### config.mk
export PLATFORM = sky130hd
export DESIGN_NAME = mm4_cell
export DESIGN_NICKNAME = d
export VERILOG_FILES = /design/src/mm4_pkg.sv /design/src/mm4_cell.sv
export SDC_FILE = /design/constraint.sdc
export NUM_CORES = 2
export LEC_CHECK = 0
export ABC_AREA = 1
export BUFFER_PORTS_ARGS = -buffer_cell sky130_fd_sc_hd__buf_4
export CAP_MARGIN = 25
export CELL_PAD_IN_SITES_DETAIL_PLACEMENT = 1
export CELL_PAD_IN_SITES_GLOBAL_PLACEMENT = 2
export CORE_ASPECT_RATIO = 0.8
export CORE_UTILIZATION = 37
export DETAILED_ROUTE_END_ITERATION = 10
export PLACE_DENSITY_LB_ADDON = 0.1
export SETUP_SLACK_MARGIN = 0.4
export SYNTH_ARGS = -nofsm -noshare
export SYNTH_HDL_FRONTEND = slang
export SYNTH_SLANG_ARGS = --single-unit
### constraint.sdc
create_clock -name clk -period 7.2 [get_ports clk]
set_clock_uncertainty 0.05 [all_clocks]
set_input_delay 0.36 -clock clk [delete_from_list [all_inputs] [get_ports clk]]
set_output_delay 0.36 -clock clk [all_outputs]
set_load 0.01 [all_outputs]
### src/mm4_pkg.sv
// Shared types and constants for the 4x4 fixed-point matrix multiply core.
// Used by mm4_cell, mm4_collect and matrix_multiply_4x4_core; no dependencies.
package mm4_pkg;

  localparam int DIM       = 4;
  localparam int WORD_W    = 32;
  localparam int FRAC_BITS = 16;
  localparam int PROD_W    = 2 * WORD_W;
  // Four full-width products need two guard bits.
  localparam int ACC_W     = PROD_W + 2;
  localparam int IDX_W     = $clog2(DIM);

  typedef logic signed [WORD_W-1:0] word_t;
  typedef logic signed [PROD_W-1:0] prod_t;
  typedef logic signed [ACC_W-1:0]  acc_t;
  typedef logic [IDX_W-1:0]         idx_t;

  localparam idx_t ROW_LAST = idx_t'(DIM - 1);
  localparam idx_t COL_LAST = idx_t'(DIM - 1);

  // Element tag that travels along the cell chain with its partial sum.
  typedef struct packed {
    logic valid;
    idx_t row;
    idx_t col;
    logic last;
  } tag_t;

  typedef enum logic [1:0] {
    ST_LOAD,
    ST_RUN,
    ST_DRAIN
  } state_t;

endpackage

### src/mm4_cell.sv
// One multiply-accumulate cell of the chain: holds column k of A and row k of B.
// Depends on mm4_pkg.
module mm4_cell (
  input  logic                          clk,
  input  logic                          rst,
  input  logic                          en,
  input  logic                          a_wr,
  input  mm4_pkg::idx_t                 a_row,
  input  mm4_pkg::word_t                a_data,
  input  logic                          b_wr,
  input  mm4_pkg::word_t [mm4_pkg::DIM-1:0] b_data,
  input  mm4_pkg::tag_t                 tag_in,
  input  mm4_pkg::acc_t                 psum_in,
  output mm4_pkg::tag_t                 tag_out,
  output mm4_pkg::acc_t                 psum_out
);

  mm4_pkg::word_t a_store [mm4_pkg::DIM];
  mm4_pkg::word_t b_store [mm4_pkg::DIM];

  mm4_pkg::tag_t  tag1;
  mm4_pkg::acc_t  psum1;
  mm4_pkg::prod_t prod;

  always_ff @(posedge clk) begin
    if (a_wr) begin
      a_store[a_row] <= a_data;
    end
    if (b_wr) begin
      for (int j = 0; j < mm4_pkg::DIM; j++) begin
        b_store[j] <= b_data[j];
      end
    end
  end

  // Stage 1 reads the operands for this element and multiplies; stage 2 adds
  // the product to the partial sum handed over by the previous cell.
  always_ff @(posedge clk) begin
    if (en) begin
      prod     <= a_store[tag_in.row] * b_store[tag_in.col];
      psum1    <= psum_in;
      psum_out <= psum1 + {{(mm4_pkg::ACC_W - mm4_pkg::PROD_W){prod[mm4_pkg::PROD_W-1]}}, prod};
    end
  end

  always_ff @(posedge clk) begin
    if (rst) begin
      tag1    <= '0;
      tag_out <= '0;
    end else if (en) begin
      tag1    <= tag_in;
      tag_out <= tag1;
    end
  end

endmodule

# Yosys cells after proc, flatten, opt, wreduce, memory -nomap -nowiden
# Memories as Yosys holds them, arrays and structs flattened.
# Cells that the tools add are included.
# W data, S select, Z words.
classes:
  add_sub_neg: 1
  n_mul: 1
  mux: 4
op_table:
  columns: ["op", "count"]
  rows:
  - ["$add A66 B66 Y66", 1]
  - ["$mul A32 B32 Y64", 1]
  - ["$mux W1", 4]
totals:
  reg_bits: 208
  ram_bits: 256
  in_bits: 239
  output_inout_bits: 72
  wordCells: 19
  memories: 2
mem_list:
  columns: ["memory", "words", "word_bits", "read_ports", "rd_clocked_by_memory_dff", "wr", "line_no", "text"]
  rows:
  - ["a_store", 4, 32, 1, 0, 1, "mm4_cell.sv:18", "mm4_pkg::word_t a_store [mm4_pkg::DIM];"]
  - ["b_store", 4, 32, 1, 0, 4, "mm4_cell.sv:19", "mm4_pkg::word_t b_store [mm4_pkg::DIM];"]

# Longest topological paths before layout
logic_depth:
  ltp_word: 2
  mapped_depth: 37
  depth_no_buf: 34

# Least setup slack after synthesis
# OpenSTA, ideal clock, no wires.
synth_path:
  path_type: "input to register"
  startpoint: "in tag_in[2] (netlist name)"
  endpoint: "reg prod[54], data pin"
  setup_ns: 0.253
  arrival_ns: 7.575
  required_ns: 6.897
  setup_slack_ns: -0.678
  path_stages: 32
  path_buffers: 3
  path_cell_list: "inv_2 > buf_4 > buf_4 > a21oi_1 > a32oi_4 > inv_2 > buf_6 > nor2_1 > fa_1 > fa_1 > inv_1 > fa_1 > inv_1 > fa_1 > inv_1 > fa_1 > inv_1 > fa_1 > inv_1 > fa_1 > inv_1 > fa_1 > ha_1 > nand2_1 > nor2_1 > inv_1 > nor2_1 > nand2_1 > nor4_1 > nand2_1 > nand4_1 > nand2_1"
synth_between:
  elab_chain_cells: 2
synth_rtl:
  columns: ["item", "line_no", "text"]
  rows:
  - ["start: declaration", "mm4_cell.sv:12", "input mm4_pkg::tag_t tag_in,"]
  - ["$mem_v2 Z4 W32", null, null]
  - ["$mul A32 B32 Y64", "mm4_cell.sv:40", "prod <= a_store[tag_in.row] * b_store[tag_in.col];"]
  - ["end signal: assignment", "mm4_cell.sv:40", null]
  - ["end: declaration", "mm4_cell.sv:23", "mm4_pkg::prod_t prod;"]
# No other way between the ends.
# A chain may end at the register's enable or synchronous reset.

# Final worst setup path
layout_path:
  startpoint: "mem a_store[1][31] (netlist name)"
  endpoint: "reg prod[61], data pin"
layout_between:
  elab_chain_cells: 2
layout_rtl:
  columns: ["item", "line_no"]
  rows:
  - ["start: declaration", "mm4_cell.sv:18"]
  - ["$mem_v2 Z4 W32", null]
  - ["$mul A32 B32 Y64", "mm4_cell.sv:40"]
# No other way between the ends.

==> results.json <==
{
  "required_ns": 7.59,
  "crit_slowest_cell": "fa_2",
  "vias": 48944,
  "area_growth_syn_to_layout_pct": 33.4,
  "status": "finished, violations left",
  "cpMostUsedCell": "fa_2",
  "syn_nets": 8045,
  "clock_latency_ns": 0.68,
  "fmax_mhz": 131,
  "worst-path-buf-inv": 10,
  "path_clk_slew_ns": 0.06,
  "drt-total-wl_mm": 234,
  "slowest_delay_ns": 0.62,
  "ys_ff_latch": 464,
  "drv_cap": 0,
  "rsz0062_at_grt": "yes",
  "crit_path_start_kind": "flop",
  "fin_util_pct": 49.7,
  "viasPerCell": 4.95,
  "drive_above_1_share_pct": 27.0,
  "yosysWarningCount": 0,
  "fp.dieH_um": 360,
  "failed_checks": "setup timing",
  "worst_slack_ns": -0.459,
  "cp.arrival_ns": 8.05,
  "gp_congestion": 0.926,
  "grt_antenna_before_repair": 10,
  "final_nets": 9277,
  "track_usage_pct": 29.3,
  "clock-sinks": 464,
  "initial_core_util_pct": 37.2,
  "dp_worst_setup_slack_ns": -1.13,
  "cp_top_family": "adder cells",
  "die_area_sq_mm": 0.162,
  "route.detailed.drc": 0,
  "period_minus_slack_ns": 7.66,
  "dpl.hpwl_mm": 198,
  "io_buffers": 310,
  "worstHoldPathType": "in -> reg",
  "syn_inst": 6474,
  "maxSlewHeadroom_pct": 40.0,
  "grt_max_degree": 115,
  "die-width_um": 450,
  "cts_tree": "yes",
  "cts-buffers-inserted": 52,
  "row_count": 131,
  "syn_area_sq_mm": 0.0593,
  "overflow": 0,
  "cts_buffer_depth": 3,
  "fill_cells": 17942,
  "ioPinCount": 311,
  "seq_area_frac_synth_pct": 23.3,
  "ys_types": 42,
  "avgRoutedWirePerCell_um": 23.7,
  "crit_path_end_kind": "flop",
  "r2r_slack_ns": -0.46,
  "cts_root_buf": "clkbuf_16",
  "synth_top_flop_cell": "edfxtp_1",
  "syn_area_per_cell_sq_um": 9.16,
  "dr.first_iter.drc_count": 3775,
  "synth_edf_count": 452,
  "core_area_sq_mm": 0.159,
  "drt_first_pass_iters": 5,
  "finalSetupViolCount": 42,
  "grt_pass1_vias": 53736,
  "critical_path.max_fanout": 7,
  "worstSetupPathType": "reg -> reg",
  "tightest_slew_ns": 0.900,
  "htreeDepth": 2,
  "slew_viol_final": 0,
  "async_reset_ff_share_pct": 0,
  "hold_violations": 0,
  "antenna_left": 0,
  "fin_crit_sh_pct": 106,
  "grt_pass1_wl_mm": 349
}
[placed cells by master, fill, tap and decap left out, types with 40 or more instances in the layout]
master         count
ha_1             194
nand2_2          135
a32oi_4           40
a21oi_2           51
nand4_1           41
ha_4              52
buf_6             99
buf_4            902
clkbuf_16         55
buf_12           124
dlygate4sd3_1    231
a21oi_1          154
nor2_2            71
nand2_1         1334
fa_1            1013
nor2_4            79
nand2_4           57
xor2_1            50
edfxtp_1         452
inv_1           1294
fa_2              70
inv_2            128
nor2_1           651
nand3_1           94
[path summary, 6_finish.rpt]
path,from,endpoint,cells past startpoint
max,a_store[1][31],prod[61],30
min,en,psum_out[6],1
max reg2reg,a_store[1][31],prod[61],30
min reg2reg,tag1[1],tag_out[1],2
[worst reg2reg max path, delay by kind of cell (launching register included)]
family | cells | cell delay (ns)
buffers and inverters | 10 | 1.17
flip-flops | 1 | 0.34
adder cells (fa/ha/maj) | 9 | 4.57
AND/OR/NAND/NOR | 10 | 0.97
AO/OA/AOI/OAI | 1 | 0.33
[metal layers]
metal	share of wire, %	up-vias	wire [um]	global-route usage, %
li1	-	21968	-	-
met1	47	25549	110000	43.5
met2	44	1251	103000	44.7
met3	7.3	172	17200	5.90
met4	1.5	4	3610	4.37
met5	0.014	-	33	0
[cell type report]
cell class                      count  area (sq um)  share of cell area (%)
Sequential cell                   464         13800                    17.5
Antenna cell                        4          10.0                  0.0126
Clock buffer                       66          1460                    1.84
Inverter                         1449          5540                    7.00
Tap cell                         2128          2660                    3.36
Clock inverter                     29           255                   0.322
Timing Repair Buffer             1366         12900                    16.3
Multi-Input combinational cell   4373         42500                    53.7
[Yosys cell counts (35+ instances only)]
master / number / share of area, %
buf_2: 94 / 0.79
nand2_1: 1523 / 9.6
a21oi_1: 233 / 2.0
a32oi_4: 35 / 1.6
ha_1: 249 / 5.3
o21ai_0: 77 / 0.65
inv_2: 56 / 0.35
nor2_1: 792 / 5.0
inv_1: 1391 / 8.8
nand4_1: 41 / 0.43
edfxtp_1: 452 / 23
nand3_1: 129 / 1.1
buf_6: 60 / 1.1
xor2_1: 64 / 0.94
fa_1: 1083 / 37
[metrics by stage]
| step | cells | area (sq um) | hold WS (ns) | TNS [ns] |
|---|---|---|---|---|
| 2_1_floorplan | 6474 | 60200 | 0.386 | -4.64 |
| 4_1_cts | 9832 | 77400 | 0.0548 | -10.74 |
| 5_1_grt | 9877 | 79100 | 0.0813 | -21.00 |
| 6_report | 9879 | 79100 | 0.0770 | -11.24 |
| 3_5_place_dp | 9444 | 70500 | 0.403 | -41.49 |
| 3_3_place_gp | 9444 | 70500 | 0.395 | -39.12 |
[what timing repair did]
item / in CTS / in global routing
setup endpoints to repair: 54 / 54
hold endpoints to repair: 334 / 0
hold buffers: 231 / 0
pin swaps: 241 / 221
gates cloned: 3 / 0
setup buffers: 59 / 41
gates resized for setup: 639 / 356
[sequential cells by signal, summed over array words and instances, names as in the netlist]
name / flops
a_store: 128
b_store: 128
prod: 64
psum1: 66
psum_out: 66
tag1: 6
tag_out: 6
[kinds of logic after synthesis]
kind of cell | synth area share (%)
flip-flops | 23.3
AO/OA/AOI/OAI | 5.54
buffers and inverters | 11.5
XOR/XNOR | 1.09
AND/OR/NAND/NOR | 16.8
adder cells (fa/ha/maj) | 41.8
Power is left out: the tool's default activity adds up to more than one toggle a clock period on the data nets, which glitch-free logic cannot reach.
