### config.mk
export PLATFORM = sky130hd
export DESIGN_NAME = mm4_collect
export DESIGN_NICKNAME = d
export VERILOG_FILES = /design/src/mm4_pkg.sv /design/src/mm4_collect.sv
export SDC_FILE = /design/constraint.sdc
export NUM_CORES = 1
export LEC_CHECK = 0
export ABC_AREA = 1
export BUFFER_PORTS_ARGS = -buffer_cell sky130_fd_sc_hd__buf_2
export CORE_AREA = 2 2 148 150
export CTS_BUF_LIST = sky130_fd_sc_hd__clkbuf_8
export CTS_CLUSTER_SIZE = 20
export DETAILED_ROUTE_END_ITERATION = 12
export DIE_AREA = 0 0 150 152
export PLACE_DENSITY_LB_ADDON = 0.2
export SKIP_LAST_GASP = 1
export SLEW_MARGIN = 30
export SYNTH_ARGS = -nofsm -noshare
export SYNTH_HDL_FRONTEND = slang
export SYNTH_SLANG_ARGS = --single-unit
### constraint.sdc
create_clock -name clk -period 13.05 [get_ports clk]
set_input_delay 0.6525 -clock clk [delete_from_list [all_inputs] [get_ports clk]]
set_output_delay 0.6525 -clock clk [all_outputs]
set_load 0.01 [all_outputs]
### src/mm4_pkg.sv
// Shared types and constants for the 4x4 fixed-point matrix multiply core.
// Used by mm4_cell, mm4_collect and matrix_multiply_4x4_core; no dependencies.
package mm4_pkg;

  localparam int DIM       = 4;
  localparam int WORD_W    = 32;
  localparam int FRAC_BITS = 16;
  localparam int PROD_W    = 2 * WORD_W;
  // Four full-width products need two guard bits.
  localparam int ACC_W     = PROD_W + 2;
  localparam int IDX_W     = $clog2(DIM);

  typedef logic signed [WORD_W-1:0] word_t;
  typedef logic signed [PROD_W-1:0] prod_t;
  typedef logic signed [ACC_W-1:0]  acc_t;
  typedef logic [IDX_W-1:0]         idx_t;

  localparam idx_t ROW_LAST = idx_t'(DIM - 1);
  localparam idx_t COL_LAST = idx_t'(DIM - 1);

  // Element tag that travels along the cell chain with its partial sum.
  typedef struct packed {
    logic valid;
    idx_t row;
    idx_t col;
    logic last;
  } tag_t;

  typedef enum logic [1:0] {
    ST_LOAD,
    ST_RUN,
    ST_DRAIN
  } state_t;

endpackage

### src/mm4_collect.sv
// Scales and saturates finished sums and assembles them into output rows.
// Depends on mm4_pkg.
module mm4_collect (
  input  logic                              clk,
  input  logic                              rst,
  input  logic                              en,
  input  logic                              out_ready,
  input  mm4_pkg::tag_t                     tag_in,
  input  mm4_pkg::acc_t                     psum_in,
  output logic                              out_valid,
  output mm4_pkg::word_t [mm4_pkg::DIM-1:0] out_row,
  output mm4_pkg::idx_t                     out_index,
  output logic                              out_last
);

  localparam int HI_W = mm4_pkg::ACC_W - mm4_pkg::WORD_W + 1;

  mm4_pkg::acc_t  shifted;
  logic [HI_W-1:0] hi;
  logic           fits;
  mm4_pkg::word_t sat;
  mm4_pkg::word_t asm_col [mm4_pkg::DIM];

  always_comb begin
    shifted = psum_in >>> mm4_pkg::FRAC_BITS;
    hi      = shifted[mm4_pkg::ACC_W-1:mm4_pkg::WORD_W-1];
    fits    = (&hi) | ~(|hi);
    if (fits) begin
      sat = shifted[mm4_pkg::WORD_W-1:0];
    end else begin
      sat = {shifted[mm4_pkg::ACC_W-1], {(mm4_pkg::WORD_W-1){~shifted[mm4_pkg::ACC_W-1]}}};
    end
  end

  always_ff @(posedge clk) begin
    if (en && tag_in.valid) begin
      if (tag_in.col != mm4_pkg::COL_LAST) begin
        asm_col[tag_in.col] <= sat;
      end else begin
        for (int j = 0; j < mm4_pkg::DIM - 1; j++) begin
          out_row[j] <= asm_col[j];
        end
        out_row[mm4_pkg::DIM-1] <= sat;
        out_index               <= tag_in.row;
        out_last                <= tag_in.last;
      end
    end
  end

  always_ff @(posedge clk) begin
    if (rst) begin
      out_valid <= 1'b0;
    end else if (en && tag_in.valid && tag_in.col == mm4_pkg::COL_LAST) begin
      out_valid <= 1'b1;
    end else if (out_ready) begin
      out_valid <= 1'b0;
    end
  end

endmodule

# Word-level counts from Yosys, hierarchy flattened
# Memory sizes are Yosys's and may differ from the RTL's. A register that Yosys moved wholly into a read port is not among the register bits.
# Cells that the tools add are included.
[op_classes] mux=6 reduce_logical=6 eq_ne=2 bitwise=4
[ops] op="$mux W32" count=1
[ops] op="$reduce_and A19 Y1" count=1
[ops] op="$reduce_or A19 Y1" count=1
[ops] op="$mux W1" count=5
[ops] op="$not A1 Y1" count=3
[ops] op="$eq A2 B2 Y1 const B" count=1
[ops] op="$logic_and A1 B1 Y1" count=2
[ops] op="$ne A2 B2 Y1 const B" count=1
[ops] op="$reduce_and A2 Y1" count=1
[ops] op="$reduce_bool A2 Y1" count=1
[ops] op="$or A1 B1 Y1" count=1
[totals] inputBits=76 n_memories=1 output_inout_bits=132 ramBits=128 ff_bits=36 elab_cells=23
[memory_table] memory="asm_col" depth=4 word_bits=32 rd=3 rd_clocked_by_memory_dff=3 write_ports=1 line_no="mm4_collect.sv:22" rtl="mm4_pkg::word_t asm_col [mm4_pkg::DIM];"

# Depth between registers and ports, before layout
# Gate-level depths: netlist (run 1).
[logic_depth] ltp_word=4 ltp_mapped=9 mapped_depth_nobuf=8

# Least setup slack after synthesis (run 1)
# OpenSTA, ideal clock, no wires.
[synth_path] path_type="input-to-reg" from="input port en" to="register out_index[0], enable pin" arrival_time_ns=9.626 n_path_buf=0 stages=2 required_ns=12.266 setup_slack_ns=2.640 setup_time_ns=0.784 path_cell_list="nand2_1 > nor3_1"
[synth_between] elab_chain_cells=2
[synth_lines] element="start: declaration" line_no="mm4_collect.sv:6" rtl="input logic en,"
[synth_lines] element="$logic_and A1 B1 Y1" line_no="mm4_collect.sv:36" rtl="if (en && tag_in.valid) begin"
[synth_lines] element="$reduce_and A2 Y1 (no source line)"
[synth_lines] element="end signal: assignment" line_no="mm4_collect.sv:44" rtl="out_index <= tag_in.row;"
[synth_lines] element="end: declaration" line_no="mm4_collect.sv:12" rtl="output mm4_pkg::idx_t out_index,"
# No other way between the ends.
# A chain may end at the register's enable or synchronous reset.

# Final worst setup path (run 1)
[layout_path] from="input port tag_in[2] (netlist name)" to="register out_row[44] (netlist name), read port of asm_col, enable pin"
[layout_between] elab_chain_cells=3
[layout_lines] element="start: declaration" line_no="mm4_collect.sv:8" rtl="input mm4_pkg::tag_t tag_in,"
[layout_lines] element="$ne A2 B2 Y1" line_no="mm4_collect.sv:37" rtl="if (tag_in.col != mm4_pkg::COL_LAST) begin"
[layout_lines] element="$not A1 Y1 (no source line)"
[layout_lines] element="$reduce_and A2 Y1 (no source line)"
[layout_lines] element="end: declaration" line_no="mm4_collect.sv:11" rtl="output mm4_pkg::word_t [mm4_pkg::DIM-1:0] out_row,"
# No other way between the ends.

==> results.json, run 1 <==
{
  "ctsHoldBuffers": 0,
  "status": "completed",
  "fp.dieW_um": 150,
  "cts_sinks": 228,
  "gp_congestion": 0.702,
  "p_per_area_nw_per_um2": 154,
  "via_count": 3719,
  "netlist-cell-type-count": 15,
  "syn_nets": 416,
  "setup_viol_count_final": 0,
  "final_hold_viol_count": 0,
  "start_kind": "input pin",
  "cp_max_fo": 71,
  "fin_nets": 645,
  "cts_made_buffers": 38,
  "max_stage_delay_ns": 0.73,
  "path_common_cell": "buf_4",
  "htreeDepth": 2,
  "avgRoutedWirePerCell_um": 16.5,
  "critPathKind": "input pin to register",
  "fmaxAchievable_mhz": 406,
  "start_util_pct": 34.4,
  "syn_inst": 340,
  "yosys.cell_count.top_type": "edfxtp_1",
  "synth_top_area_share_pct": 92.8,
  "area_growth_pct": 27.1,
  "dp_slack_ns": 10.06,
  "grt_overflow": 0,
  "rsz0062_at_grt": "no",
  "yosysTopAreaCell": "edfxtp_1",
  "postRouteAntennaNets": 0,
  "insertion_delay_ns": 0.52,
  "grt_pass1_vias": 3839,
  "cts_tree": "done",
  "synth_seq_cells": 228,
  "fp.dieH_um": 152,
  "synth_edf_count": 227,
  "synth_area_per_cell_um2": 21.6,
  "crit_arrival_ns": 2.59,
  "clk_pin_slew_worst_paths_ns": 0.06,
  "peakVddDrop_uv": 86.8,
  "grt_antenna_before_repair": 1,
  "dp_hpwl_um": 8540,
  "post_cts_resized": 0,
  "crit_required_ns": 13.18,
  "syn_area_um2": 7340,
  "numPortBuffers": 191,
  "yosys_warnings": 0,
  "grt.total_usage_pct": 12.6,
  "tightest_slew_ns": 0.935,
  "io_pins": 208,
  "finalMaxSlewViolations": 0,
  "drt-initial-drc-count": 205,
  "synthFlopType": "edfxtp_1",
  "dieArea_um2": 22800,
  "post-cts-setup-buffers": 0,
  "grt_max_degree": 72,
  "slowest_stage": "buf_4",
  "cts_root_buf": "clkbuf_8",
  "core_um2": 21400,
  "via_per_inst": 4.25,
  "max-clock-path-buffers": 3,
  "tns_ns": 0,
  "first_pass_iters": 4,
  "grt_pass1_wl_um": 21800,
  "synth_seq_area_share_pct": 93.1,
  "end_kind": "register",
  "hold_path.class": "input pin to register",
  "finalCritPeriodShare_pct": 18.9,
  "synthArstFlopShare_pct": 0,
  "setup_slack_ns": 10.59,
  "slew_headroom_pct": 37.7,
  "period_needed_ns": 2.46,
  "cap_viol_max_count": 0,
  "synthTopCellsByArea": "edfxtp_1, nand2_1, buf_6, nor2_1, dfxtp_1",
  "synth_common_cells": "edfxtp_1, nand2_1, nor2_1",
  "drc_errors": 0,
  "total_leakage_power_uw": 0.00347,
  "rows": 54,
  "path_cells": "buf_2 > inv_1 > nor3_2 > buf_4 > buf_4",
  "drive_above_1_share_pct": 42.1,
  "drt_wl_total_um": 14400,
  "clock-skew-final_ns": 0.0224
}
path summary, 6_finish.rpt:
kind / startpoint / end / slack, ns / cells past startpoint
worst max-delay path: tag_in[2] / out_row[44] / 10.59 / 5
worst min-delay path: rst / out_valid / 0.31 / 2
worst max register to register: asm_col[1][10] / out_row[42] / 12.41 / 0
worst min register to register: asm_col[2][30] / out_row[94] / 0.40 / 0
metrics by stage:
| step | hold slack, ns | area [µm²] | total power, µW | util (%) | std cells |
|---|---|---|---|---|---|
| 5_1_grt | 0.282 | 9330 | 1490 | 43.7 | 875 |
| 3_5_place_dp | 0.405 | 8640 | 876 | 40.5 | 809 |
| 6_report | 0.308 | 9330 | 1440 | 43.7 | 875 |
| 2_1_floorplan | 0.400 | 7340 | 857 | - | 340 |
| 4_1_cts | 0.268 | 9330 | 1460 | 43.7 | 874 |
| 3_3_place_gp | 0.400 | 8640 | 874 | 40.5 | 809 |
report_power, final:
part / leakage, µW / internal [µW] / switching [µW]
combinational: 0.00100 / 11.8 / 23.7
clock: 0.000397 / 316 / 261
sequential: 0.00207 / 821 / 3.03
total: 0.00347 / 1150 / 288
flip-flops by register name, indices dropped and copies added, names as in the netlist:
name,cells
out_index,2
out_valid,1
out_row,128
asm_col,96
out_last,1
kinds of logic after synthesis:
family	Yosys count	synth area share, %
AO/OA/AOI/OAI	1	0.0681
buffers and inverters	11	1.18
flip-flops	228	93.1
AND/OR/NAND/NOR	100	5.67
cells in the final DEF, fill, tap and decap left out:
cell and instances:
a21oi_1 1, buf_2 191, buf_4 5, bufinv_16 2, clkbuf_8 39, clkinv_1 8, clkinv_2 3, clkinvlp_4 1
dfxtp_1 1, diode_2 1, edfxtp_1 227, inv_1 16, nand2_1 73, nand2_4 1, nand3_1 1, nand3_2 2
nand4_1 2, nor2_1 13, nor2_2 2, nor3_2 4, or2_1 2
critical path: cells and delay by family:
kind                   cells  cell delay, ns
buffers and inverters      4            1.61
AND/OR/NAND/NOR            1            0.16
metal layers:
| layer | vias up | part of all wire [%] | track usage, % |
|---|---|---|---|
| li1 | 1744 | - | - |
| met1 | 1809 | 39 | 14.7 |
| met2 | 138 | 52 | 21.7 |
| met3 | 28 | 6.6 | 3.42 |
| met4 | 0 | 2.5 | 5.75 |
| met5 | - | 0 | 0 |
final cells by class:
class / instances / area, µm²
multi-input cells: 101 / 442
inverters: 4 / 15.0
diodes: 1 / 2.50
flip-flops and latches: 228 / 6840
well taps: 280 / 350
fillers: 1967 / 12000
clock buffers: 39 / 537
clock inverters: 26 / 158
repair buffers: 196 / 993
Power figures use the tool's default switching activity.
==> inputs of run 2 (changes only) <==
- clock period: 13.05 -> 2.3 ns (I/O delays scaled with it)
==> run 2 against run 1 <==
Against the previous run:
- register-to-register slack lost 11 ns
- highest routed layer unchanged
- setup slack lost 10 ns
- largest cell class unchanged
- clock skew shrank 0.013 ns
- largest power group unchanged
- sequential share of layout area shrank 3.0 points
- final area grew 4.2%
- via count grew 2.4%
- combinational power grew to 7.5 times the previous value
- worst hold slack lost 0.14 ns
==> results.json, run 2 (synthesis results as in run 1) <==
{
  "p_per_area_nw_per_um2": 815,
  "rows": 54,
  "drt-initial-drc-count": 206,
  "largest_reg_flops": 128,
  "io_pins": 208,
  "dp_hpwl_um": 9110,
  "drc_errors": 0,
  "fin_nets": 685,
  "setup_viol_count_final": 0,
  "cts_made_buffers": 37,
  "period_needed_ns": 1.75,
  "end_kind": "register",
  "cp.buffers_inverters": 4,
  "post-cts-setup-buffers": 0,
  "placed_area_um2": 8730,
  "fp.dieW_um": 150,
  "cp_max_fo": 19,
  "finish.instance_area_um2": 9730,
  "max_stage_delay_ns": 0.55,
  "combPwrFrac_pct": 3.4,
  "critPathTopFamily": "buffers and inverters",
  "tightest_slew_ns": 0.460,
  "htreeDepth": 2,
  "switching_share_pct": 20.4,
  "drive_above_1_share_pct": 40.3,
  "fmaxAchievable_mhz": 573,
  "path_cells": "dlygate4sd3_1 > buf_2 > inv_1 > nand2_1 > nor2_1 > nand3_2 > nand3_2 > buf_12 > nand2_1",
  "grt_antenna_before_repair": 0,
  "slowest_stage": "dlygate4sd3_1",
  "post_cts_resized": 0,
  "cap_viol_max_count": 0,
  "finalCritPeriodShare_pct": 75.9,
  "start_kind": "input pin",
  "grt_pass1_vias": 3956,
  "slew_headroom_pct": 69.4,
  "grt.total_usage_pct": 12.8,
  "rsz0062_at_grt": "no",
  "clk_pin_slew_worst_paths_ns": 0.06,
  "core_um2": 21400,
  "hold_path.class": "input pin to register",
  "final_common_cell": "edfxtp_1",
  "total_leakage_power_uw": 0.00362,
  "antennaDiodeCount": 0,
  "grt_max_degree": 75,
  "area_growth_pct": 32.5,
  "final_hold_viol_count": 0,
  "largest-register": "out_row",
  "grt_pass1_wl_um": 21900,
  "cts_sinks": 228,
  "power.switching_uw": 1620,
  "fp.dieH_um": 152,
  "clkPwrFrac_pct": 37.7,
  "fin_util_pct": 45.6,
  "power_frac_seq_pct": 58.9,
  "crit_required_ns": 2.54,
  "dieArea_um2": 22800,
  "via_per_inst": 4.17,
  "drt_wl_total_um": 14400,
  "first_pass_iters": 5,
  "top_regs": "out_row: 128 flops, asm_col: 96 flops, out_index: 2 flops",
  "peakVddDrop_uv": 427,
  "finalMaxSlewViolations": 0,
  "insertion_delay_ns": 0.50,
  "grt_overflow": 0,
  "cts_tree": "done",
  "hold-worst-slack_ns": 0.166,
  "status": "completed",
  "via_count": 3807,
  "p_int_uw": 6310,
  "start_util_pct": 34.4,
  "critPathKind": "input pin to register",
  "clock-skew-final_ns": 0.00969,
  "final_cell_mix": "edfxtp_1, buf_2, nand2_1, clkbuf_8, dlygate4sd3_1",
  "avgRoutedWirePerCell_um": 15.8,
  "max-clock-path-buffers": 3,
  "cts_root_buf": "clkbuf_8",
  "postRouteAntennaNets": 0,
  "gp_congestion": 0.674,
  "numPortBuffers": 191,
  "crit_arrival_ns": 1.98,
  "fillers": 1933
}
-- run 2: area by class of cell --
class	instances	area (µm²)	area share, %
Sequential cell	228	6840	70.3
Timing Repair Buffer	237	1430	14.7
Clock buffer	38	523	5.38
Multi-Input combinational cell	101	464	4.77
Tap cell	280	350	3.60
Clock inverter	24	108	1.11
Inverter	4	15.0	0.154
-- run 2: path summary, 6_finish.rpt --
path,start,endpoint,slack (ns),cells past startpoint
max reg2reg,out_valid,out_valid,1.17,3
min,tag_in[1],asm_col[0][15],0.17,3
max,psum_in[65],out_row[120],0.55,9
min reg2reg,asm_col[1][13],out_row[45],0.41,0
-- run 2: routing by layer --
| metal | global-route usage, % | vias to the layer above | routed length (µm) |
|---|---|---|---|
| met2 | 21.7 | 143 | 7310 |
| met5 | 0 | - | 0 |
| met3 | 4.05 | 17 | 1030 |
| met4 | 4.81 | 0 | 227 |
| met1 | 15.3 | 1834 | 5870 |
| li1 | - | 1813 | - |
-- run 2: repair_timing --
item	CTS	global route
hold buffers	37	0
endpoints found under the hold margin	132	0
setup endpoints to repair	0	0
-- run 2: worst min-delay path, stage by stage --
cell and delay [ns]:
buf_2 0.12, nor3_2 0.05, buf_4 0.19
-- run 2: stage by stage --
stage	power, µW	worst slack (ns)	setup TNS [ns]	instances
floorplan	4850	-1.45	-245.45	340
global placement	4970	0.538	0	813
detailed placement	4980	0.518	0	813
CTS	8050	0.569	0	912
global route	8250	0.432	0	912
finish	7930	0.554	0	912
-- run 2: power by group through the flow --
stage / Combinational (µW) / Clock, µW / Sequential [µW]
after floorplan: 78.6 / 0 / 4780
after global placement: 218 / 0 / 4760
after detailed placement: 223 / 0 / 4760
after CTS: 272 / 3110 / 4670
after global routing: 294 / 3280 / 4680
final: 266 / 2990 / 4670
==> inputs of run 3 (changes only) <==
- ABC_AREA: 1 -> 0
- clock period: 2.3 -> 1.8 ns (I/O delays scaled with it)
==> run 3 against run 2 <==
Against the previous run:
- synthesized cell count fell by 15%
- register-to-register slack worse by 0.51 ns
- via count shrank 2.1%
- utilization increased by 0.67 points
- global-route usage fell by 0.46 points
- cell count is 4.7% lower
- combinational power rose by 35%
- non-clock buffer count is 7 higher
- flip-flop and latch count unchanged
- clock-buffer cell count increased by 1
- highest routed layer unchanged
==> results.json, run 3 <==
{
  "synth_common_cells": "edfxtp_1, a21o_1, buf_6",
  "final_cell_mix": "edfxtp_1, buf_2, clkbuf_8, dlygate4sd3_1, a21o_1",
  "top_regs": "out_row: 128 flops, asm_col: 96 flops, out_index: 2 flops",
  "total_leakage_power_uw": 0.00378,
  "r2r.worst_path.cells": 3,
  "fp.dieH_um": 152,
  "r2r_start": "out_valid",
  "io_pins": 208,
  "cts_root_buf": "clkbuf_8",
  "fin_nets": 643,
  "synth_area_per_cell_um2": 25.3,
  "start_util_pct": 34.2,
  "syn_area_um2": 7300,
  "numPortBuffers": 191,
  "syn_inst": 289,
  "regToRegEndpoint": "out_valid",
  "cts_sinks": 228,
  "antennaDiodeCount": 0,
  "finalMaxSlewViolations": 0,
  "finish.instance_area_um2": 9870,
  "fmaxAchievable_mhz": 584,
  "largest-register": "out_row",
  "drt_wl_total_um": 14100,
  "cts_made_buffers": 39,
  "tightest_slew_ns": 0.453,
  "synth_seq_area_share_pct": 93.7,
  "end_kind": "register",
  "start_kind": "input pin",
  "critPathKind": "input pin to register",
  "cp_max_fo": 14,
  "gp_congestion": 0.712,
  "max-clock-path-buffers": 3,
  "crit_arrival_ns": 1.94,
  "period_needed_ns": 1.71,
  "hold_path.class": "input pin to register",
  "syn_nets": 365,
  "max_stage_delay_ns": 0.53,
  "fillers": 1886,
  "rsz0062_at_grt": "no",
  "cap_viol_max_count": 0,
  "grt_pass1_vias": 3904,
  "crit_path_end": "asm_col[2][6]",
  "grt_max_degree": 44,
  "totalPowerFinal_uw": 10600,
  "synthFlopType": "edfxtp_1",
  "core_um2": 21400,
  "area_growth_pct": 35.2,
  "avgRoutedWirePerCell_um": 16.3,
  "placed_area_um2": 8790,
  "rows": 54,
  "path_cells": "dlygate4sd3_1 > buf_2 > nor4_1 > nand4_1 > nor4_2 > a311oi_4 > buf_12 > a21o_1",
  "finalCritPeriodShare_pct": 95.1,
  "grt.total_usage_pct": 12.3,
  "synthTopCellsByArea": "edfxtp_1, a21o_1, buf_6, nand4_1, nor4_2",
  "netlist-cell-type-count": 19,
  "reg2reg_slack_ns": 0.66,
  "setup_viol_count_final": 0,
  "yosys.cell_count.top_type": "edfxtp_1",
  "fp.dieW_um": 150,
  "post-cts-setup-buffers": 0,
  "grt_pass1_wl_um": 21400,
  "hold_path_startpoint": "tag_in[5]",
  "yosys_warnings": 0,
  "final_common_cell": "edfxtp_1",
  "clock-skew-final_ns": 0.00850,
  "via_count": 3726,
  "drive_above_1_share_pct": 44.1,
  "largest_reg_flops": 128,
  "dp_hpwl_um": 9190,
  "grt_overflow": 0,
  "grt_antenna_before_repair": 0,
  "synthArstFlopShare_pct": 0,
  "dieArea_um2": 22800,
  "via_per_inst": 4.29,
  "drt-initial-drc-count": 166,
  "postRouteAntennaNets": 0,
  "final_hold_viol_count": 0,
  "p_per_area_nw_per_um2": 1080,
  "insertion_delay_ns": 0.50,
  "crit_required_ns": 2.03,
  "htreeDepth": 2,
  "status": "completed",
  "synth_top_area_share_pct": 93.4,
  "clk_pin_slew_worst_paths_ns": 0.06,
  "synth_edf_count": 227,
  "drc_errors": 0,
  "synth_seq_cells": 228,
  "peakVddDrop_uv": 474,
  "slew_headroom_pct": 69.8,
  "crit_start": "psum_in[65]",
  "yosysTopAreaCell": "edfxtp_1",
  "slowest_stage": "dlygate4sd3_1",
  "cts_tree": "done",
  "first_pass_iters": 4
}
[run 3: cell count changes in the layout (fill, tap and decap cells not counted), moves of 3 or more]
cell,before,now
nand4_1,2,5
clkinv_2,4,1
clkinv_1,10,4
buf_12,3,7
inv_1,11,16
nor2_1,13,3
nor4_1,0,3
buf_4,6,9
nor3_2,3,0
nand2_1,72,1
bufinv_16,0,3
a21o_1,0,30
[run 3: metal layers]
layer | routed length, µm | vias to the layer above | GRT usage [%] | part of all wire (%)
met4 | 294 | 0 | 4.18 | 2.1
met3 | 1280 | 26 | 5.05 | 9.0
met5 | 0 | - | 0 | 0
met2 | 6810 | 168 | 20.4 | 48
met1 | 5760 | 1794 | 14.6 | 41
li1 | - | 1738 | - | -
[run 3: timing repair]
item,CTS,global route
endpoints found under the hold margin,132,0
resized for setup,0,0
hold buffers,37,0
[run 3: logic make-up (layout without fill, tap and decap cells)]
| family | Yosys count | after routing | synth area share, % |
|---|---|---|---|
| AND/OR/NAND/NOR | 19 | 19 | 1.71 |
| flip-flops | 228 | 228 | 93.7 |
| buffers and inverters | 8 | 308 | 1.03 |
| AO/OA/AOI/OAI | 34 | 34 | 3.60 |
[run 3: final cells by class]
| cell class | instances | area, µm² | area share (%) |
|---|---|---|---|
| sequential | 228 | 6840 | 69.3 |
| inverter | 1 | 3.75 | 0.0380 |
| tap | 280 | 350 | 3.55 |
| clock buffer | 39 | 537 | 5.44 |
| timing repair buffer | 244 | 1530 | 15.5 |
| multi-input combinational | 53 | 435 | 4.41 |
| clock inverter | 24 | 174 | 1.76 |
[run 3: power breakdown]
| part | total, µW | switching (µW) | internal [µW] |
|---|---|---|---|
| combinational | 358 | 189 | 170 |
| sequential | 5970 | 23.0 | 5950 |
| clock | 4300 | 1870 | 2420 |
[run 3: worst max-delay path, delay by kind of cell]
kind	cells	cell delay (ns)
AOI/OAI and AO/OA	2	0.34
buffers and inverters	3	0.86
and+or+nand+nor	3	0.65
[run 3: through the flow]
stage               cells  util, %  setup TNS, ns  hold WS, ns  setup WS [ns]
floorplan             289        -         -11.15        0.162         -0.146
global placement      769     41.2              0        0.248         0.0503
detailed placement    769     41.2              0        0.249         0.0170
CTS                   869     46.2              0        0.144          0.141
global route          869     46.2              0        0.147         0.0156
finish                869     46.2              0        0.178         0.0877
[run 3: how the worst min path moves through the flow]
stage	endpoint	depth (start not counted)
after floorplan	out_valid	1
after global placement	out_valid	2
after detailed placement	out_valid	2
after CTS	out_row[32]	2
after global routing	out_row[32]	2
final	out_row[75]	2
